===== config.mk =====
export PLATFORM = sky130hd
export DESIGN_NAME = rbdg_ctrl
export DESIGN_NICKNAME = d
export VERILOG_FILES = /design/src/rtl/core/rbdg_pkg.sv /design/src/rtl/core/rbdg_ctrl.sv
export SDC_FILE = /design/constraint.sdc
export NUM_CORES = 1
export LEC_CHECK = 0
export BUFFER_PORTS_ARGS = -buffer_cell sky130_fd_sc_hd__buf_2
export CORE_MARGIN = 2
export CORE_UTILIZATION = 40
export CTS_CLUSTER_SIZE = 24
export DETAILED_ROUTE_END_ITERATION = 8
export PLACE_DENSITY_LB_ADDON = 0.3
export SYNTH_ARGS = -nofsm -noshare
export SYNTH_HDL_FRONTEND = slang
export SYNTH_SLANG_ARGS = --single-unit

===== constraint.sdc =====
create_clock -name clk -period 5.7 [get_ports clk]
set_clock_uncertainty 0.1 [all_clocks]
set_input_delay 1.14 -clock clk [delete_from_list [all_inputs] [get_ports clk]]
set_output_delay 1.14 -clock clk [all_outputs]
set_load 0.05 [all_outputs]

===== src/rtl/core/rbdg_pkg.sv =====
package rbdg_pkg;

  localparam int MAX_COLUMNS_DEF   = 256;
  localparam int MAX_DIMENSION_DEF = 4096;
  localparam int GLYPH_LEVELS_DEF  = 8;

  // configuration register widths
  localparam int CFG_W = 13;
  localparam int FW_W  = 13;
  localparam int FH_W  = 13;
  localparam int CC_W  = 9;
  localparam int CR_W  = 8;
  localparam int IDX_W = 2;

  localparam logic [FW_W-1:0] FW_RESET = 13'd640;
  localparam logic [FH_W-1:0] FH_RESET = 13'd480;
  localparam logic [CC_W-1:0] CC_RESET = 9'd80;
  localparam logic [CR_W-1:0] CR_RESET = 8'd24;

  typedef enum logic [IDX_W-1:0] {
    CFG_FRAME_WIDTH     = 2'd0,
    CFG_FRAME_HEIGHT    = 2'd1,
    CFG_CONSOLE_COLUMNS = 2'd2,
    CFG_CONSOLE_ROWS    = 2'd3
  } cfg_index_t;

  // luma = (30r + 59g + 11b) / 100, the divide done as * 5243 >> 19
  localparam int NUM_W      = 15;
  localparam int LPROD_W    = 28;
  localparam int LUMA_R     = 30;
  localparam int LUMA_G     = 59;
  localparam int LUMA_B     = 11;
  localparam int LUMA_RECIP = 5243;
  localparam int LUMA_SHIFT = 19;

  localparam int SUM_W = 32;

  localparam int GLYPH_IDX_W = 3;
  localparam logic [7:0] GLYPH_TABLE [8] = '{
    8'h20, 8'h2E, 8'h3B, 8'h6F, 8'h2A, 8'h38, 8'h24, 8'h40
  };
  localparam logic [7:0] NEWLINE = 8'h0A;

  typedef enum logic [1:0] {
    DIV_COLS = 2'd0,
    DIV_ROWS = 2'd1,
    DIV_LAST = 2'd2
  } div_sel_t;

  typedef struct packed {
    logic     div_start;
    div_sel_t div_sel;
    logic     cs_load;
    logic     rs_load;
    logic     lf_load;
    logic     mul_load;
    logic     unit_load;
    logic     thr_step;
    logic     pix_load;
    logic     luma_calc;
    logic     luma_scale;
    logic     acc;
    logic     finish;
  } rbdg_cmd_t;

  typedef struct packed {
    logic div_done;
    logic thr_done;
    logic has_result;
    logic out_busy;
  } rbdg_status_t;

endpackage


===== src/rtl/core/rbdg_ctrl.sv =====
module rbdg_ctrl (
  input  logic                   clk,
  input  logic                   rst,
  input  logic                   cfg_write,
  input  logic                   in_valid,
  output logic                   in_ready,
  input  rbdg_pkg::rbdg_status_t status,
  output rbdg_pkg::rbdg_cmd_t    cmd
);

  typedef enum logic [11:0] {
    S_START   = 12'b000000000001,
    S_CS_WAIT = 12'b000000000010,
    S_RS_WAIT = 12'b000000000100,
    S_LF_WAIT = 12'b000000001000,
    S_MUL     = 12'b000000010000,
    S_SCALE   = 12'b000000100000,
    S_THR     = 12'b000001000000,
    S_IDLE    = 12'b000010000000,
    S_LUMA    = 12'b000100000000,
    S_FETCH   = 12'b001000000000,
    S_ACC     = 12'b010000000000,
    S_EMIT    = 12'b100000000000
  } state_t;

  state_t state;
  state_t state_next;

  always_ff @(posedge clk) begin
    if (rst) begin
      state <= S_START;
    end else begin
      state <= state_next;
    end
  end

  always_comb begin
    cmd         = '0;
    cmd.div_sel = rbdg_pkg::DIV_COLS;
    in_ready    = 1'b0;
    state_next  = state;
    unique case (state)
      S_START: begin
        cmd.div_start = 1'b1;
        cmd.div_sel   = rbdg_pkg::DIV_COLS;
        state_next    = S_CS_WAIT;
      end
      S_CS_WAIT: begin
        if (status.div_done) begin
          cmd.cs_load   = 1'b1;
          cmd.div_start = 1'b1;
          cmd.div_sel   = rbdg_pkg::DIV_ROWS;
          state_next    = S_RS_WAIT;
        end
      end
      S_RS_WAIT: begin
        if (status.div_done) begin
          cmd.rs_load   = 1'b1;
          cmd.div_start = 1'b1;
          cmd.div_sel   = rbdg_pkg::DIV_LAST;
          state_next    = S_LF_WAIT;
        end
      end
      S_LF_WAIT: begin
        cmd.div_sel = rbdg_pkg::DIV_LAST;
        if (status.div_done) begin
          cmd.lf_load = 1'b1;
          state_next  = S_MUL;
        end
      end
      S_MUL: begin
        cmd.mul_load = 1'b1;
        state_next   = S_SCALE;
      end
      S_SCALE: begin
        cmd.unit_load = 1'b1;
        state_next    = S_THR;
      end
      S_THR: begin
        cmd.thr_step = 1'b1;
        if (status.thr_done) state_next = S_IDLE;
      end
      S_IDLE: begin
        in_ready = !cfg_write;
        if (in_valid && !cfg_write) begin
          cmd.pix_load = 1'b1;
          state_next   = S_LUMA;
        end
      end
      S_LUMA: begin
        cmd.luma_calc = 1'b1;
        state_next    = S_FETCH;
      end
      S_FETCH: begin
        cmd.luma_scale = 1'b1;
        state_next     = S_ACC;
      end
      S_ACC: begin
        cmd.acc    = 1'b1;
        state_next = S_EMIT;
      end
      S_EMIT: begin
        if (!(status.has_result && status.out_busy)) begin
          cmd.finish = 1'b1;
          state_next = S_IDLE;
        end
      end
      default: state_next = S_START;
    endcase
    if (cfg_write) state_next = S_START;
  end

endmodule


After elaboration in Yosys (flattened, before gate mapping)
Cells that the tools add are included.
- equal/unequal tests: 18
- multiplexer cells: 26
- reductions and logical operators: 5
- operators with widths (operator ; count):
    $pmux 12 s12 ; 1
    $mux 12 ; 6
    $mux 1 ; 15
    $eq 12x1->1 const B ; 1
    $eq 12x10->1 const B ; 1
    $eq 12x11->1 const B ; 1
    $eq 12x12->1 const B ; 1
    $eq 12x2->1 const B ; 1
    $eq 12x3->1 const B ; 1
    $eq 12x4->1 const B ; 1
    $eq 12x5->1 const B ; 1
    $eq 12x6->1 const B ; 1
    $eq 12x7->1 const B ; 1
    $eq 12x8->1 const B ; 1
    $eq 12x9->1 const B ; 1
    $ne 2x2->1 const B ; 6
    $pmux 2 s3 ; 1
    $reduce_and 6->1 ; 1
    $mux 4 ; 1
    $mux 3 ; 1
    $pmux 1 s3 ; 1
    $logic_and 1x1->1 ; 2
    $reduce_or 2->1 ; 1
    $logic_not 1->1 ; 1
- bits in registers: 12
- bits of input ports: 8
- output and inout port bits: 15
- word-level logic and storage cells: 50

Logic depth before layout (Yosys ltp)
Gate-level depths: netlist of run 1.
- depth in word-level cells: 4
- mapped depth: 6
- depth with buffers taken out: 5

Worst setup path before layout of run 1
OpenSTA, ideal clock, no wires.
- path type: input to output
- from: in status[3] in the netlist's numbering
- to: out cmd[10] in the netlist's numbering
- data arrival time: 2723 ps
- required time: 4460 ps
- setup slack: 1737 ps
- stages on the path: 2
- path buffers: 0
- cells stage by stage: nand2_1 > nor4_1
- RTL lines (what ; line ; RTL):
    start: declaration ; rbdg_ctrl.sv:7 ; input rbdg_pkg::rbdg_status_t status,
    end: declaration ; rbdg_ctrl.sv:8 ; output rbdg_pkg::rbdg_cmd_t cmd

==> results_dict.tcl, run 1 <==
set metrics [dict create \
    antenna_found_initial 0 \
    gp_congestion 0.830 \
    htreeDepth 1 \
    hpwl_um 1550 \
    top_usage_layer "met2" \
    arrival_ns 2.29 \
    clock_latency_ns 0.28 \
    initial_core_util_pct 43.0 \
    synth.distinct_cells 36 \
    tns_ns 0 \
    ys_seq_area_share_pct 28.2 \
    slew_violations 0 \
    syn_area_um2 852 \
    clock_path_buffers 2 \
    grt_pass1_vias 774 \
    power_density_nw_per_um2 176 \
    ctsHoldBuffers 0 \
    min_to "state[10]" \
    hp-class "flip-flop to flip-flop" \
    io-pin-count 23 \
    fmax_mhz 283 \
    ir_drop_mv 0.169 \
    met3_usage_pct 5.65 \
    largest_register "state" \
    met1_usage_pct 22.5 \
    yosys_warnings 0 \
    die_w_um 50.2 \
    via_per_inst 5.61 \
    wire_per_inst_um 12.7 \
    cp_slowest_stage_delay_ns 0.54 \
    tightest_slew_ns 0.613 \
    cts_made_buffers 3 \
    design_area_um2 1010 \
    status "complete, no violations" \
    setup_violations 0 \
    vias 880 \
    cts-root-buf "clkbuf_4" \
    top_regs "state (12)" \
    largest_register_ff_count 12 \
    r2r-end "state[10]" \
    cts_tree "done" \
    syn_nets 118 \
    gr-total-overflow 0 \
    avgSynthCellArea_um2 7.75 \
    required_ns 4.46 \
    min_path_cells 2 \
    cp_max_fo 12 \
    grt_max_degree 13 \
    drt_first_pass_iters 4 \
    grtUsageTotal_pct 17.2 \
    stdcell_count 157 \
    area_growth_pct 18.2 \
    met2_usage_pct 26.8 \
    ant_nets 0 \
    die_y_um 50.2 \
    drcViolationCount 0 \
    dpl.cell_count 153 \
    startpoint_type "flip-flop" \
    cts_sinks 12 \
    worstHoldStart "state[9]" \
    hold_ws_ns 0.501 \
    drt_iter0_drc 20 \
    clk_pin_slew_ns 0.08 \
    timing.final.hold_violations 0 \
    reg2reg_slack_ns 3.40 \
    leakagePower_nw 0.416 \
    cts-resized-gates 0 \
    rsz0062_at_grt "false" \
    num_rows 16 \
    drt-total-wl_um 2000 \
    nNetsFinal 139 \
    fp.coreArea_um2 1980 \
    crit_chain "nor4_4 -> nand2_2 -> or4_1 -> a21oi_1 -> buf_2" \
    min_period_ns 3.53 \
    diodes 0 \
    placed_cell_area_um2 971 \
    fin_crit_sh_pct 62.0 \
    r2r_cells 5 \
    cpMaxStageDelayCell "or4_1" \
    synth_cells 110 \
    postCtsSetupBuffers 0 \
    r2r_start "state[8]" \
    relSlewSlack_pct 59.1 \
    io_buffers 22 \
    grt_pass1_wl_um 3350 \
    end_kind "output port" \
    die_area_um2 2520 \
    yosys_register_bits 12 \
    cap_violations 0 \
    critPathKind "flip-flop to output port" \
    drive_gt1_share_pct 26.9 \
]
==> cells by family after synthesis <==
| kind of cell | share of synthesized area, % |
|---|---|
| AO/OA/AOI/OAI | 16.4 |
| buffers and inverters | 4.70 |
| flip-flops | 28.2 |
| XOR/XNOR | 3.08 |
| AND/OR/NAND/NOR | 47.6 |
==> Yosys cell counts, drive strengths merged <==
master	number	area, µm²
nor3	7	35.0
nand4	4	25.0
buf	2	10.0
nor4b	2	17.5
and3b	1	8.76
o21ai	2	10.0
nand2b	5	31.3
nor4	8	95.1
o2111ai	1	8.76
nor3b	1	12.5
or2	3	18.8
o21a	1	7.51
o211ai	2	15.0
nor2	11	41.3
or3	1	6.26
a221oi	1	8.76
or4	2	15.0
nor2b	2	12.5
nand2	10	40.0
clkbuf	4	15.0
a211oi	1	7.51
nand3b	2	15.0
a311o	1	10.0
a21oi	9	48.8
and2	1	6.26
inv	4	15.0
xor2	2	17.5
a21o	2	15.0
xnor2	1	8.76
nand3	3	15.0
and4b	1	10.0
dfxtp	12	240
a311oi	1	8.76
==> how the worst max path moves through the flow <==
stage	cells past startpoint	slack [ns]	to	startpoint
6_report	5	2.17	cmd[0]	state[1]
5_1_grt	5	2.03	cmd[0]	state[1]
4_1_cts	5	2.15	cmd[0]	state[1]
3_5_place_dp	5	2.36	cmd[12]	status[3]
3_3_place_gp	5	2.39	cmd[12]	status[3]
2_1_floorplan	2	1.74	cmd[10]	status[3]
==> worst max-delay path, delay by kind of cell, from the launching register on <==
| family | cells | cell delay [ns] |
|---|---|---|
| buffers and inverters | 1 | 0.27 |
| flip-flops | 1 | 0.45 |
| AO/OA/AOI/OAI | 1 | 0.13 |
| AND/OR/NAND/NOR | 3 | 1.17 |
==> report_power, final <==
group	internal, W	total (W)	switching, W
combinational	0.00000817	0.0000212	0.0000130
sequential	0.0000847	0.0000874	0.00000272
clock	0.0000389	0.0000688	0.0000299
total	0.000132	0.000177	0.0000457
==> metal layers <==
| layer | share of wire [%] | vias to the layer above |
|---|---|---|
| li1 | - | 447 |
| met1 | 44 | 409 |
| met2 | 49 | 22 |
| met3 | 6.1 | 2 |
| met4 | 0.80 | 0 |
| met5 | 0 | - |
==> cell type report <==
| cell class | count | area, µm² |
|---|---|---|
| Fill cell | 194 | 975 |
| Multi-Input combinational cell | 88 | 572 |
| Sequential cell | 12 | 240 |
| Timing Repair Buffer | 22 | 110 |
| Clock buffer | 4 | 36.3 |
| Tap cell | 27 | 33.8 |
| Inverter | 4 | 15.0 |
==> per-stage QoR <==
step | utilization, % | total power [W] | setup slack (ns)
floorplan | - | 0.000104 | 1.74
global placement | 49.0 | 0.000110 | 2.39
detailed placement | 49.0 | 0.000111 | 2.36
CTS | 50.8 | 0.000180 | 2.15
global route | 50.8 | 0.000187 | 2.03
finish | 50.8 | 0.000177 | 2.17
==> cell usage in the layout (no fill, tap or decap), types with 2 or more instances in the layout <==
cell type / count
buf_2: 22
dfxtp_1: 12
nor2_1: 11
nand2_1: 9
a21oi_1: 8
nor3_1: 7
nand2b_1: 5
nor4_1: 5
inv_1: 4
nand4_1: 4
nor4_4: 3
nand3_1: 3
or2_2: 3
clkbuf_4: 3
nand3b_1: 2
or4_1: 2
nor4b_1: 2
xor2_1: 2
o21ai_0: 2
o211ai_1: 2
nor2b_1: 2
a21o_1: 2
No activity file was read; power rests on OpenSTA's default activity.
==> run 2: changes to the inputs <==
--- a/config.mk
+++ b/config.mk
@@ -5,6 +5,7 @@
 export SDC_FILE = /design/constraint.sdc
 export NUM_CORES = 1
 export LEC_CHECK = 0
+export ABC_AREA = 1
 export BUFFER_PORTS_ARGS = -buffer_cell sky130_fd_sc_hd__buf_2
 export CORE_MARGIN = 2
 export CORE_UTILIZATION = 40
==> constraint.sdc (replaced) <==
create_clock -name clk -period 3.1 [get_ports clk]
set_clock_uncertainty 0.1 [all_clocks]
set_input_delay 0.62 -clock clk [delete_from_list [all_inputs] [get_ports clk]]
set_output_delay 0.62 -clock clk [all_outputs]
set_load 0.05 [all_outputs]
==> results_dict.tcl, run 2 <==
set metrics [dict create \
    syn_nets 138 \
    synth_area_leaders "dfxtp_1, nand2_1, nor2_4" \
    required_ns 2.38 \
    cts_tree "done" \
    ir_drop_mv 0.159 \
    grt_pass1_vias 741 \
    initial_core_util_pct 41.4 \
    antenna_found_initial 0 \
    postCtsSetupBuffers 0 \
    syn_area_um2 890 \
    tns_ns 0 \
    final_cell_mix "nand2_1, inv_1, nor2_1, buf_2, dfxtp_1" \
    yosys-top-cells-count "nand2_1, inv_1, nor2_1" \
    ys_seq_area_share_pct 27.0 \
    drt_first_pass_iters 4 \
    arrival_ns 1.68 \
    hold_ws_ns 0.461 \
    cap_violations 0 \
    slew_violations 0 \
    yosys_register_bits 12 \
    area_growth_pct 19.7 \
    via_per_inst 4.63 \
    r2r_start "state[10]" \
    setup_violations 0 \
    fp.coreArea_um2 2150 \
    die_area_um2 2620 \
    r2r-end "state[11]" \
    synth-main-ff-cell "dfxtp_1" \
    vias 852 \
    async_flop_share_pct 0 \
    worstHoldStart "state[1]" \
    power_density_nw_per_um2 284 \
    min_path_cells 2 \
    min_period_ns 2.40 \
    io-pin-count 23 \
    synth_cells 130 \
    drcViolationCount 0 \
    cts-resized-gates 0 \
    synth_edf_count 0 \
    hpwl_um 1520 \
    diodes 0 \
    rsz0062_at_grt "false" \
    ctsHoldBuffers 0 \
    grt_pass1_wl_um 3080 \
    gp_congestion 0.813 \
    critPathKind "flip-flop to output port" \
    die_y_um 51.2 \
    io_buffers 22 \
    hp-class "flip-flop to flip-flop" \
    htreeDepth 1 \
    synth.distinct_cells 21 \
    num_rows 17 \
    fmax_mhz 417 \
    synthMostInstantiatedCell "nand2_1" \
    drt_iter0_drc 10 \
    clk_pin_slew_ns 0.07 \
    cts-root-buf "clkbuf_4" \
    avgSynthCellArea_um2 6.84 \
    largest_register_ff_count 12 \
    r2r_cells 10 \
    status "complete, no violations" \
    top_regs "state (12)" \
    stdcell_count 184 \
    startpoint_type "flip-flop" \
    nNetsFinal 166 \
    yosys_warnings 0 \
    end_kind "output port" \
    grt_max_degree 9 \
    tightest_slew_ns 0.252 \
    ant_nets 0 \
    clock_path_buffers 2 \
    leakagePower_nw 0.638 \
    reg2reg_slack_ns 1.55 \
    yosysTopAreaCell "dfxtp_1" \
    cts_sinks 12 \
    mostFrequentLayoutCell "nand2_1" \
    min_to "state[1]" \
    gr-total-overflow 0 \
    cts_made_buffers 3 \
    largest_register "state" \
    dpl.cell_count 181 \
    power_w 0.000303 \
    clock_latency_ns 0.27 \
    yosys.area.top_type_share_pct 27.0 \
    relSlewSlack_pct 83.3 \
    fin_crit_sh_pct 77.4 \
    wire_per_inst_um 9.97 \
    die_w_um 51.2 \
    cp_max_fo 5 \
    drive_gt1_share_pct 35.3 \
    drt-total-wl_um 1840 \
    timing.final.hold_violations 0 \
    grtUsageTotal_pct 15.7 \
]
[run 2: metal layers]
| layer | GRT usage, % | share of wire [%] | vias to the layer above |
|---|---|---|---|
| li1 | - | - | 454 |
| met1 | 19.7 | 47 | 374 |
| met2 | 25.3 | 46 | 19 |
| met3 | 1.75 | 4.5 | 5 |
| met4 | 9.91 | 2.6 | 0 |
| met5 | 0 | 0 | - |
[run 2: cell type report]
type / instances / area [µm²]
clock buffer: 3 / 22.5
tap: 28 / 35.0
sequential: 12 / 240
timing repair buffer: 23 / 118
fill: 238 / 1080
multi-input combinational: 92 / 552
inverter: 26 / 97.6
[run 2: cell families (layout without fill, tap and decap cells)]
logic type | count (synthesis) | after routing | synth area share (%)
buffers and inverters | 26 | 52 | 11.0
and+or+nand+nor | 86 | 86 | 57.9
AOI/OAI and AO/OA | 6 | 6 | 4.08
DFF | 12 | 12 | 27.0
[run 2: worst max path at each step]
stage | to | cells past startpoint | start | slack (ns)
CTS | cmd[13] | 8 | state[10] | 0.69
global route | cmd[13] | 8 | state[10] | 0.57
finish | cmd[13] | 7 | state[10] | 0.70
global placement | cmd[13] | 7 | state[10] | 1.06
detailed placement | cmd[13] | 8 | state[10] | 1.01
floorplan | cmd[13] | 7 | state[8] | 0.35
[run 2: worst max-delay path, stage by stage, from the launching register on]
cell	delay, ns
dfxtp_1	0.36
nor2_4	0.16
nand2_4	0.08
nor2_4	0.18
nand2_1	0.12
nor2_1	0.12
nand3b_1	0.11
buf_2	0.27
[run 2: stage by stage]
stage | worst slack (ns) | utilization [%] | cell area (µm²)
2_1_floorplan | 0.347 | - | 890
3_3_place_gp | 1.06 | 48.5 | 1040
3_5_place_dp | 1.01 | 48.5 | 1040
4_1_cts | 0.694 | 49.6 | 1060
5_1_grt | 0.572 | 49.6 | 1060
6_report | 0.700 | 49.6 | 1060
[run 2: where the power goes]
part	internal (W)	switching [W]	total, W	leakage [nW]
Sequential	0.000156	0.00000252	0.000159	0.0971
Combinational	0.0000154	0.0000327	0.0000481	0.527
Clock	0.0000450	0.0000509	0.0000960	0.0138
==> run 3: changes to the inputs <==
==> constraint.sdc (replaced) <==
create_clock -name clk -period 1.9 [get_ports clk]
set_clock_uncertainty 0.1 [all_clocks]
set_input_delay 0.38 -clock clk [delete_from_list [all_inputs] [get_ports clk]]
set_output_delay 0.38 -clock clk [all_outputs]
set_load 0.05 [all_outputs]
==> results_dict.tcl, run 3 (synthesized netlist as in run 2, its figures left out) <==
set metrics [dict create \
    clock_latency_ns 0.27 \
    nNetsFinal 190 \
    drcViolationCount 0 \
    fp.coreArea_um2 2150 \
    cap_violations 0 \
    cts-root-buf "clkbuf_4" \
    htreeDepth 1 \
    die_w_um 51.2 \
    drive_gt1_share_pct 60.0 \
    grt_max_degree 9 \
    io_buffers 22 \
    final_cell_mix "buf_4, inv_1, nand2_1" \
    largest_register "state" \
    required_ns 1.42 \
    drt_iter0_drc 20 \
    grt_pass1_vias 930 \
    violations "setup timing" \
    io-pin-count 23 \
    ctsHoldBuffers 0 \
    ant_nets 0 \
    cts_made_buffers 3 \
    startpoint_type "flip-flop" \
    reg2reg_slack_ns 0.14 \
    tns_ns -1.29 \
    wire_per_inst_um 13.2 \
    fmax_mhz 485 \
    hp-class "input port to flip-flop" \
    gp_congestion 0.827 \
    timing.final.hold_violations 0 \
    slew_violations 0 \
    cts_tree "done" \
    via_per_inst 4.80 \
    vias 999 \
    power_density_nw_per_um2 363 \
    fillers 182 \
    area_growth_pct 64.0 \
    design_area_um2 1460 \
    initial_core_util_pct 41.4 \
    die_area_um2 2620 \
    cts_sinks 12 \
    grt_pass1_wl_um 3970 \
    clock_path_buffers 2 \
    grtUsageTotal_pct 20.3 \
    critPathKind "flip-flop to output port" \
    relSlewSlack_pct 74.4 \
    arrival_ns 1.58 \
    min_period_ns 2.06 \
    rsz0062_at_grt "true" \
    fin_crit_sh_pct 108 \
    cp_max_fo 5 \
    top_regs "state (12)" \
    antenna_found_initial 0 \
    largest_register_ff_count 12 \
    mostFrequentLayoutCell "buf_4" \
    gr-total-overflow 0 \
    leakagePower_nw 0.781 \
    placed_cell_area_um2 1100 \
    status "complete, but fails checks" \
    clk_pin_slew_ns 0.08 \
    drt-total-wl_um 2750 \
    setup_ws_ns -0.161 \
    hpwl_um 1650 \
    diodes 0 \
    die_y_um 51.2 \
    ir_drop_mv 0.238 \
    end_kind "output port" \
    setup_violations 13 \
    drt_first_pass_iters 4 \
    tightest_slew_ns 0.383 \
    num_rows 17 \
]
-- run 3: worst paths after layout --
check,startpoint,to,cells after the start
setup / recovery,state[6],cmd[13],8
hold / removal,status[2],state[6],4
setup reg to reg,state[4],state[11],12
hold reg to reg,state[1],state[1],2
-- run 3: layer usage --
metal | routed length [µm] | global-route usage [%] | vias up
li1 | - | - | 503
met1 | 1070 | 22.9 | 455
met2 | 1520 | 36.4 | 33
met3 | 93 | 3.80 | 8
met4 | 63 | 9.46 | 0
met5 | 0 | 0 | -
-- run 3: cell type report --
class,count,area (µm²),share of cell area (%)
clock buffers,3,22.5,1.54
inverters,26,97.6,6.69
multi-input cells,92,643,44.1
flip-flops and latches,12,256,17.6
well taps,28,35.0,2.40
repair buffers,47,404,27.7
-- run 3: critical path, cell delays in order, from the launching register on --
cell and delay (ns):
dfxtp_4 0.37, nor2_4 0.16, nand2_4 0.07, nor2_4 0.20, nand2_2 0.10, nor2_4 0.11, inv_2 0.05, nand3b_1 0.10
buf_6 0.17
-- run 3: where the power goes --
part	internal [W]	total, W	switching, W
sequential	0.000253	0.000258	0.00000590
combinational	0.0000463	0.000114	0.0000676
clock	0.0000733	0.000157	0.0000842
total	0.000372	0.000530	0.000158
-- run 3: metrics by stage --
stage / utilization [%] / cells / power [W] / setup WS [ns] / hold WS [ns]
CTS: 60.7 / 195 / 0.000517 / -0.128 / 0.290
global route: 67.9 / 208 / 0.000550 / -0.242 / 0.321
detailed placement: 51.2 / 183 / 0.000353 / 0.0627 / 0.432
finish: 67.9 / 208 / 0.000530 / -0.161 / 0.289
floorplan: - / 130 / 0.000324 / -0.135 / 0.402
global placement: 51.2 / 183 / 0.000352 / 0.106 / 0.414
-- run 3: repair_timing --
| item | 4_1_cts | 5_1_grt |
|---|---|---|
| resized for setup | 38 | 22 |
| setup endpoints to repair | 15 | 15 |
| buffers inserted | 9 | 13 |
| pin swaps | 11 | 11 |
